`config.mk`:
```
export PLATFORM = sky130hd
export DESIGN_NAME = ab_slot_record_validator
export DESIGN_NICKNAME = d
export VERILOG_FILES = /design/src/sv/absrv_pkg.sv /design/src/sv/absrv_scan.sv /design/src/sv/absrv_track.sv /design/src/sv/ab_slot_record_validator.sv
export SDC_FILE = /design/constraint.sdc
export NUM_CORES = 2
export LEC_CHECK = 0
export BUFFER_PORTS_ARGS = -buffer_cell sky130_fd_sc_hd__buf_2
export CAP_MARGIN = 20
export CORE_MARGIN = 2
export CORE_UTILIZATION = 55
export DETAILED_ROUTE_END_ITERATION = 16
export GPL_TIMING_DRIVEN = 0
export PLACE_DENSITY_LB_ADDON = 0.12
export SLEW_MARGIN = 20
export SYNTH_ARGS = -nofsm -noshare
export SYNTH_HDL_FRONTEND = slang
export SYNTH_SLANG_ARGS = --single-unit
```
`constraint.sdc`:
```
create_clock -name clk -period 8.7 [get_ports clk]
set_clock_uncertainty 0.1 [all_clocks]
set_input_delay 0.435 -clock clk [delete_from_list [all_inputs] [get_ports clk]]
set_output_delay 0.435 -clock clk [all_outputs]
set_load 0.02 [all_outputs]
```
`src/sv/absrv_pkg.sv`:
```
// ----------------------------------------------------------------------------
// absrv_pkg: shared types and constants for the A/B slot record validator
// Field structs, status codes and CRC-32 byte step.
// ----------------------------------------------------------------------------
package absrv_pkg;

  localparam int unsigned HEADER_BYTES   = 64;
  localparam int unsigned MAX_SLOT_BYTES = 4096;
  localparam int unsigned POS_W          = $clog2(MAX_SLOT_BYTES + 1);

  localparam logic [31:0] CRC_POLY  = 32'hEDB8_8320;
  localparam logic [31:0] CRC_ALL   = 32'hFFFF_FFFF;
  localparam logic [7:0]  BYTE_ONES = 8'hFF;

  localparam logic [2:0] ST_VALID   = 3'd0;
  localparam logic [2:0] ST_EMPTY   = 3'd1;
  localparam logic [2:0] ST_BAD_VER = 3'd2;
  localparam logic [2:0] ST_LEN_OVF = 3'd3;
  localparam logic [2:0] ST_BAD_CRC = 3'd4;
  localparam logic [2:0] ST_SHORT   = 3'd5;

  localparam logic [1:0] LATEST_NONE = 2'd0;
  localparam logic [1:0] LATEST_A    = 2'd1;
  localparam logic [1:0] LATEST_B    = 2'd2;

  localparam logic [2:0] CFG_MAGIC   = 3'd0;
  localparam logic [2:0] CFG_VERSION = 3'd1;
  localparam logic [2:0] CFG_SCH_MIN = 3'd2;
  localparam logic [2:0] CFG_SCH_MAX = 3'd3;
  localparam logic [2:0] CFG_PTYPE   = 3'd4;

  // result queue: power-of-two depth, pointers wrap
  localparam int unsigned OUT_QD = 4;
  localparam int unsigned OUT_AW = $clog2(OUT_QD);
  localparam logic [OUT_AW-1:0] OUT_PTR_ONE    = OUT_AW'(1);
  localparam logic [OUT_AW:0]   OUT_ROOM_LIMIT = (OUT_AW + 1)'(OUT_QD - 2);

  typedef struct packed {
    logic       slot_select;
    logic [7:0] data_byte;
    logic       last_byte;
  } in_item_t;

  typedef struct packed {
    logic [2:0]  status;
    logic [31:0] payload_length;
    logic [63:0] record_counter;
    logic [1:0]  newest_slot;
    logic [63:0] latest_counter;
    logic        write_slot;
    logic [63:0] upcoming_counter;
  } out_item_t;

  // classified slot summary passed from scanner to slot tracker
  typedef struct packed {
    logic        slot_select;
    logic [2:0]  status;
    logic [31:0] payload_length;
    logic [63:0] record_counter;
  } verdict_t;

  function automatic logic [31:0] crc_byte(input logic [31:0] crc, input logic [7:0] b);
    logic [31:0] c;
    c = crc ^ {24'd0, b};
    for (int k = 0; k < 8; k++) begin
      c = c[0] ? ((c >> 1) ^ CRC_POLY) : (c >> 1);
    end
    return c;
  endfunction

endpackage

```
`src/sv/absrv_scan.sv`:
```
// ----------------------------------------------------------------------------
// absrv_scan: byte scanner
// Captures header fields, runs the payload CRC and classifies the slot.
// ----------------------------------------------------------------------------
module absrv_scan (
  input  logic                clk,
  input  logic                rst_n,
  input  logic                in_take,
  input  absrv_pkg::in_item_t in_item,
  input  logic [31:0]         exp_magic,
  input  logic [15:0]         exp_version,
  input  logic [15:0]         schema_min,
  input  logic [15:0]         schema_max,
  input  logic [15:0]         exp_ptype,
  output logic                vd_valid,
  output absrv_pkg::verdict_t vd
);

  localparam int unsigned PW = absrv_pkg::POS_W;

  logic [PW-1:0] pos_r, pos_nxt;
  logic          zero_r, zero_nxt, ones_r, ones_nxt;
  logic [31:0]   magic_r, magic_nxt, len_r, len_nxt, hcrc_r, hcrc_nxt;
  logic [15:0]   ver_r, ver_nxt, sch_r, sch_nxt, typ_r, typ_nxt;
  logic [63:0]   cnt_r, cnt_nxt;
  logic [31:0]   crc_r, crc_nxt;
  logic          vd_valid_nxt;
  absrv_pkg::verdict_t vd_nxt;

  logic [7:0] b;
  logic       take_b;
  logic [32:0] pay_end;
  logic [31:0] avail;

  assign b = in_item.data_byte;

  always_comb begin
    take_b    = in_take && (pos_r < PW'(absrv_pkg::MAX_SLOT_BYTES));
    pos_nxt   = pos_r;
    zero_nxt  = zero_r;
    ones_nxt  = ones_r;
    magic_nxt = magic_r;
    ver_nxt   = ver_r;
    sch_nxt   = sch_r;
    typ_nxt   = typ_r;
    len_nxt   = len_r;
    cnt_nxt   = cnt_r;
    hcrc_nxt  = hcrc_r;
    crc_nxt   = crc_r;
    pay_end   = 33'(absrv_pkg::HEADER_BYTES) + {1'b0, len_r};
    if (take_b) begin
      if (b != 8'd0) zero_nxt = 1'b0;
      if (b != absrv_pkg::BYTE_ONES) ones_nxt = 1'b0;
      if (pos_r < PW'(4)) magic_nxt[8*pos_r[1:0] +: 8] = b;
      else if (pos_r < PW'(6)) ver_nxt[8*pos_r[0] +: 8] = b;
      else if (pos_r < PW'(8)) sch_nxt[8*pos_r[0] +: 8] = b;
      else if (pos_r < PW'(10)) typ_nxt[8*pos_r[0] +: 8] = b;
      else if (pos_r >= PW'(12) && pos_r < PW'(16)) len_nxt[8*pos_r[1:0] +: 8] = b;
      else if (pos_r >= PW'(16) && pos_r < PW'(24)) cnt_nxt[8*pos_r[2:0] +: 8] = b;
      else if (pos_r >= PW'(32) && pos_r < PW'(36)) hcrc_nxt[8*pos_r[1:0] +: 8] = b;
      if (pos_r >= PW'(absrv_pkg::HEADER_BYTES) && 33'(pos_r) < pay_end)
        crc_nxt = absrv_pkg::crc_byte(crc_r, b);
      pos_nxt = pos_r + PW'(1);
    end

    avail        = 32'(pos_nxt) - 32'(absrv_pkg::HEADER_BYTES);
    vd_valid_nxt = in_take && in_item.last_byte;
    vd_nxt.slot_select    = in_item.slot_select;
    vd_nxt.payload_length = len_nxt;
    vd_nxt.record_counter = cnt_nxt;
    if (pos_nxt < PW'(absrv_pkg::HEADER_BYTES)) begin
      vd_nxt.status         = absrv_pkg::ST_SHORT;
      vd_nxt.payload_length = '0;
      vd_nxt.record_counter = '0;
    end else if (zero_nxt || ones_nxt)
      vd_nxt.status = absrv_pkg::ST_EMPTY;
    else if (magic_nxt != exp_magic || ver_nxt != exp_version || sch_nxt < schema_min ||
             sch_nxt > schema_max || typ_nxt != exp_ptype)
      vd_nxt.status = absrv_pkg::ST_BAD_VER;
    else if (len_nxt > avail)
      vd_nxt.status = absrv_pkg::ST_LEN_OVF;
    else if ((crc_nxt ^ absrv_pkg::CRC_ALL) != hcrc_nxt)
      vd_nxt.status = absrv_pkg::ST_BAD_CRC;
    else
      vd_nxt.status = absrv_pkg::ST_VALID;

    // slot ends: scan state back to reset
    if (vd_valid_nxt) begin
      pos_nxt   = '0;
      zero_nxt  = 1'b1;
      ones_nxt  = 1'b1;
      magic_nxt = '0;
      ver_nxt   = '0;
      sch_nxt   = '0;
      typ_nxt   = '0;
      len_nxt   = '0;
      cnt_nxt   = '0;
      hcrc_nxt  = '0;
      crc_nxt   = absrv_pkg::CRC_ALL;
    end
  end

  always_ff @(posedge clk) begin
    if (!rst_n) begin
      pos_r    <= '0;
      zero_r   <= 1'b1;
      ones_r   <= 1'b1;
      magic_r  <= '0;
      ver_r    <= '0;
      sch_r    <= '0;
      typ_r    <= '0;
      len_r    <= '0;
      cnt_r    <= '0;
      hcrc_r   <= '0;
      crc_r    <= absrv_pkg::CRC_ALL;
      vd_valid <= 1'b0;
    end else begin
      pos_r    <= pos_nxt;
      zero_r   <= zero_nxt;
      ones_r   <= ones_nxt;
      magic_r  <= magic_nxt;
      ver_r    <= ver_nxt;
      sch_r    <= sch_nxt;
      typ_r    <= typ_nxt;
      len_r    <= len_nxt;
      cnt_r    <= cnt_nxt;
      hcrc_r   <= hcrc_nxt;
      crc_r    <= crc_nxt;
      vd_valid <= vd_valid_nxt;
    end
    vd <= vd_nxt;
  end

endmodule

```
`src/sv/absrv_track.sv`:
```
// ----------------------------------------------------------------------------
// absrv_track: slot tracker and result queue
// Records per-slot validity, picks the latest slot and buffers results.
// ----------------------------------------------------------------------------
module absrv_track (
  input  logic                 clk,
  input  logic                 rst_n,
  input  logic                 vd_valid,
  input  absrv_pkg::verdict_t  vd,
  output logic                 q_room,
  output logic                 out_empty,
  input  logic                 out_pop,
  output absrv_pkg::out_item_t out_item
);

  logic [1:0]  valid_r, valid_nxt;
  logic [63:0] cnt_r [2];
  logic [63:0] cnt_nxt [2];
  logic [1:0]  latest;
  logic [63:0] lcnt;
  absrv_pkg::out_item_t res;

  // two verdicts may be in flight when full is raised
  absrv_pkg::out_item_t q_r [absrv_pkg::OUT_QD];
  logic [absrv_pkg::OUT_AW-1:0] wp_r, rp_r;
  logic [absrv_pkg::OUT_AW:0]   fill_r;
  logic [absrv_pkg::OUT_AW:0]   push_ext, pop_ext;
  logic       push_q, pop_q;

  always_comb begin
    valid_nxt = valid_r;
    cnt_nxt   = cnt_r;
    if (vd_valid) begin
      valid_nxt[vd.slot_select] = (vd.status == absrv_pkg::ST_VALID);
      cnt_nxt[vd.slot_select]   = (vd.status == absrv_pkg::ST_VALID) ? vd.record_counter : '0;
    end
    if (valid_nxt[0] && valid_nxt[1])
      latest = (cnt_nxt[1] > cnt_nxt[0]) ? absrv_pkg::LATEST_B : absrv_pkg::LATEST_A;
    else if (valid_nxt[0]) latest = absrv_pkg::LATEST_A;
    else if (valid_nxt[1]) latest = absrv_pkg::LATEST_B;
    else latest = absrv_pkg::LATEST_NONE;
    case (latest)
      absrv_pkg::LATEST_A: lcnt = cnt_nxt[0];
      absrv_pkg::LATEST_B: lcnt = cnt_nxt[1];
      default:             lcnt = '0;
    endcase
    res.status           = vd.status;
    res.payload_length   = vd.payload_length;
    res.record_counter   = vd.record_counter;
    res.newest_slot      = latest;
    res.latest_counter   = lcnt;
    res.write_slot       = (latest == absrv_pkg::LATEST_A);
    res.upcoming_counter = (latest == absrv_pkg::LATEST_NONE) ? 64'd1 : lcnt + 64'd1;
  end

  assign push_q    = vd_valid;
  assign out_empty = (fill_r == '0);
  assign pop_q     = out_pop && !out_empty;
  assign push_ext  = {{absrv_pkg::OUT_AW{1'b0}}, push_q};
  assign pop_ext   = {{absrv_pkg::OUT_AW{1'b0}}, pop_q};
  assign out_item  = q_r[rp_r];
  assign q_room    = (fill_r + push_ext) <= absrv_pkg::OUT_ROOM_LIMIT;

  always_ff @(posedge clk) begin
    if (!rst_n) begin
      valid_r <= '0;
      cnt_r[0] <= '0;
      cnt_r[1] <= '0;
      wp_r    <= '0;
      rp_r    <= '0;
      fill_r  <= '0;
    end else begin
      valid_r <= valid_nxt;
      cnt_r   <= cnt_nxt;
      if (push_q) wp_r <= wp_r + absrv_pkg::OUT_PTR_ONE;
      if (pop_q) rp_r <= rp_r + absrv_pkg::OUT_PTR_ONE;
      fill_r <= fill_r + push_ext - pop_ext;
    end
    if (push_q) q_r[wp_r] <= res;
  end

endmodule

```
`src/sv/ab_slot_record_validator.sv`:
```
// ----------------------------------------------------------------------------
// ab_slot_record_validator: A/B storage slot record check
// Streams slot bytes, checks header and payload CRC-32, tracks latest slot.
// ----------------------------------------------------------------------------
// One byte per cycle is accepted back to back while in_full is low. The
// scanner captures the header and updates the CRC in the cycle a byte is
// taken; on the last byte a verdict is registered, and in the following
// cycle the slot tracker writes the result into a four-entry output queue.
// full rises only when the queue cannot absorb the results in flight,
// i.e. when the results waiting unread plus the one being written reach three.
module ab_slot_record_validator (
  input  logic                 clk,
  input  logic                 rst_n,
  input  logic                 in_push,
  output logic                 in_full,
  input  absrv_pkg::in_item_t  in_item,
  output logic                 out_empty,
  input  logic                 out_pop,
  output absrv_pkg::out_item_t out_item,
  input  logic                 cfg_valid,
  output logic                 cfg_ready,
  input  logic [2:0]           cfg_index,
  input  logic [31:0]          cfg_data
);

  logic [31:0] magic_r;
  logic [15:0] ver_r, smin_r, smax_r, ptype_r;
  logic        in_take, q_room, vd_valid, vd_valid_q;
  absrv_pkg::verdict_t vd;

  assign cfg_ready = 1'b1;
  // full leaves room for the registered verdict and the byte being taken
  assign in_full = !q_room;
  assign in_take = in_push && !in_full;

  always_ff @(posedge clk) begin
    if (!rst_n) begin
      magic_r <= '0;
      ver_r   <= '0;
      smin_r  <= '0;
      smax_r  <= '0;
      ptype_r <= '0;
    end else if (cfg_valid) begin
      case (cfg_index)
        absrv_pkg::CFG_MAGIC:   magic_r <= cfg_data;
        absrv_pkg::CFG_VERSION: ver_r   <= cfg_data[15:0];
        absrv_pkg::CFG_SCH_MIN: smin_r  <= cfg_data[15:0];
        absrv_pkg::CFG_SCH_MAX: smax_r  <= cfg_data[15:0];
        absrv_pkg::CFG_PTYPE:   ptype_r <= cfg_data[15:0];
        default: ;
      endcase
    end
  end

  assign vd_valid_q = vd_valid;

  absrv_scan u_scan (
    .clk(clk), .rst_n(rst_n), .in_take(in_take), .in_item(in_item),
    .exp_magic(magic_r), .exp_version(ver_r), .schema_min(smin_r),
    .schema_max(smax_r), .exp_ptype(ptype_r), .vd_valid(vd_valid), .vd(vd)
  );

  absrv_track u_track (
    .clk(clk), .rst_n(rst_n), .vd_valid(vd_valid_q), .vd(vd), .q_room(q_room),
    .out_empty(out_empty), .out_pop(out_pop), .out_item(out_item)
  );

endmodule
```
==> results.yml <==
setup_path:
  max_stage_delay_ps: 540
  crit_path_max_fanout: 12
  cp-startpoint: "u_scan.vd[99]"
  worstSetupPathType: "register to register"
  cp-start-kind: "register"
  worstRegToRegCells: 28
  end_kind: "register"
  required_ps: 9120
  crit_arrival_ps: 8940
  r2r-start: "u_scan.vd[99]"
  crit_top_cell: "buf_2"
  crit_slowest_cell: "nor4_4"
detailed_routing:
  final_antenna_net_count: 0
  wl_per_cell_um: 25.5
  vias_per_cell: 5.90
  drc: 0
  routed_wl_um: 183000
  first_pass_iters: 6
  drt_first_iter_violations: 4055
  num_vias: 42200
cells_and_area:
  final_cell_mix: "edfxtp_1 (920), dfxtp_1 (591), nor2_1 (526)"
  layout_commonest_cell: "edfxtp_1"
  fin_area_um2: 73700
  utilization_pct: 63.5
  drive_gt1_share_pct: 16.9
  nets: 5702
  area_delta_synth_final_pct: 14.8
pwr:
  p_sw_uw: 4690
  combPwrFrac_pct: 17.6
  pwr-share-clk_pct: 38.3
  power-per-cell-area_nw_per_um2: 236
  internal-power_uw: 12700
  peakVddDrop_mv: 0.192
  p_seq_share_pct: 44.2
  p_leak_uw: 0.0269
  swShare_pct: 27.0
  power.total_uw: 17400
logic_synthesis:
  syn-num-nets: 5203
  yosys.cell_types.count: 96
  seq_area_frac_synth_pct: 61.5
  synth-async-reset-ratio_pct: 0
  yosysWarnings: 0
  syn_inst: 4996
  synth_edf_count: 920
  ys_ff_latch: 1511
  syn-mean-instance-area_um2: 12.8
  ys.flop_type: "edfxtp_1"
  netlist_area_um2: 64200
sta:
  finalHoldViolations: 0
  max-slew-margin-rel_pct: 14.4
  rsz0062_at_grt: "false"
  final.setup.worst_slack_ps: 183
  finalCriticalPeriod_ps: 8520
  max_freq_mhz: 117
  worst_pin_slew_ps: 1270
  report.final.slew_viol_count: 0
  fin_hold_ws_ps: 66.2
  period_share_pct: 97.9
  setup_viol: 0
cts:
  clk_pin_slew_worst_paths_ps: 60
  htree_levels: 4
  numCtsBuffers: 155
  cts_tree: "yes"
  cts_max_path_buffers: 3
  numClockSinks: 1511
  root_buffer: "clkbuf_16"
  insertion_delay_ps: 780
min_path:
  hp-class: "primary input to register"
  min_from: "cfg_index[1]"
  whs_path_depth: 4
placed_design:
  place_area_um2: 68000
  port_buffers: 273
  gp_congestion: 0.958
  dp_hpwl_um: 133000
  pre_cts_ws_ps: -1710
run_status:
  status: "finished clean"
die:
  dieArea_um2: 119000
  start_util_pct: 55.3
  die_height_um: 346
  design.core.area_um2: 116000
  die-width_um: 346
  io_pins: 283
  placementRows: 125
global_routing:
  grt_pass1_wl_um: 270000
  grt_pass1_vias: 41500
  grt-ovfl-total: 0
  antenna_found_initial: 4
  grt_usage_pct: 30.4
  grt_max_degree: 49
run:
  drv_cap: 0
logic make-up (layout without fill, tap and decap cells):
logic type	count (synthesis)	after routing	synth area share, %
AND/OR/NAND/NOR	1600	1600	12.0
flip-flops	1511	1511	61.5
AO/OA/AOI/OAI	654	654	6.47
buffers and inverters	417	1047	2.59
multiplexers	407	407	10.9
XOR/XNOR	249	249	3.54
adder cells (fa/ha/maj)	157	157	3.06
other	1	3	0.00584
synthesized netlist by cell type (all sizes together) (107+ instances only):
| cell | number | area, um2 |
|---|---|---|
| clkbuf | 156 | 586 |
| mux4 | 230 | 5180 |
| xnor2 | 145 | 1340 |
| nor2 | 531 | 2000 |
| edfxtp | 920 | 27600 |
| o21ai | 107 | 536 |
| nand2 | 485 | 1830 |
| a21oi | 218 | 1110 |
| nor2b | 131 | 820 |
| ha | 157 | 1960 |
| dfxtp | 591 | 11800 |
| mux2i | 147 | 1480 |
| inv | 163 | 612 |
routing by layer:
layer / GRT usage, % / share of wire [%] / routed length, um
met4: 14.3 / 5.1 / 9260
met2: 50.9 / 49 / 88900
met5: 0 / 0.0082 / 15
met1: 39.4 / 40 / 72600
met3: 4.21 / 6.5 / 11800
what timing repair did:
item	4_1_cts	5_1_grt
buffers inserted	11	3
pin swaps	5	2
hold buffers	34	0
endpoints found under the setup margin	248	117
gates cloned	0	0
resized for setup	21	18
hold endpoints to repair	99	0
power by group through the flow:
stage / logic [uW] / clock network, uW / registers (uW)
3_3_place_gp: 3090 / 0 / 7890
5_1_grt: 3230 / 7020 / 7690
2_1_floorplan: 2050 / 0 / 7860
3_5_place_dp: 3070 / 0 / 7840
4_1_cts: 3090 / 6740 / 7690
6_report: 3060 / 6660 / 7690
through the flow:
stage                     instances  TNS [ps]
after global placement         6793  -1849440
after floorplan                4996         0
after CTS                      7148         0
final                          7152         0
after global routing           7150         0
after detailed placement       6815   -169790
layout make-up:
| class | count | area, um2 |
|---|---|---|
| Antenna cell | 2 | 5.00 |
| Buffer | 253 | 1070 |
| Clock buffer | 210 | 4320 |
| Clock inverter | 78 | 773 |
| Fill cell | 8846 | 42300 |
| Inverter | 163 | 612 |
| Multi-Input combinational cell | 3068 | 23200 |
| Sequential cell | 1511 | 39500 |
| Tap cell | 1524 | 1910 |
| Timing Repair Buffer | 343 | 2350 |
worst paths after layout:
| check | end | slack (ps) |
|---|---|---|
| worst max-delay path | u_track.q_r[0][58] | 180 |
| worst min-delay path | ver_r[4] | 70 |
| worst max register to register | u_track.q_r[0][58] | 180 |
| worst min register to register | smin_r[11] | 370 |
state kept, by name (all words and copies together), names as in the netlist, 2 cells and up, named ones only:
register         count
u_scan.pos_r        13
u_scan.hcrc_r       32
u_scan.len_r        32
ver_r               16
u_scan.typ_r        16
u_scan.cnt_r        64
u_scan.sch_r        16
ptype_r             16
magic_r             32
smin_r              16
u_track.q_r        920
u_scan.magic_r      32
u_scan.crc_r        32
u_track.rp_r         2
u_scan.ver_r        16
smax_r              16
u_track.cnt_r      127
u_track.valid_r      2
u_scan.vd          100
u_track.wp_r         2
u_track.fill_r       3
worst max-delay path, delay by kind of cell, from the launching register on:
kind            cells  cell delay [ps]
compound gates      6             1830
xor+xnor            1              150
fa+ha+maj           2              610
buf+inv            11             3010
flops               1              520
simple gates        8             1980
Power figures use the tool's default switching activity.
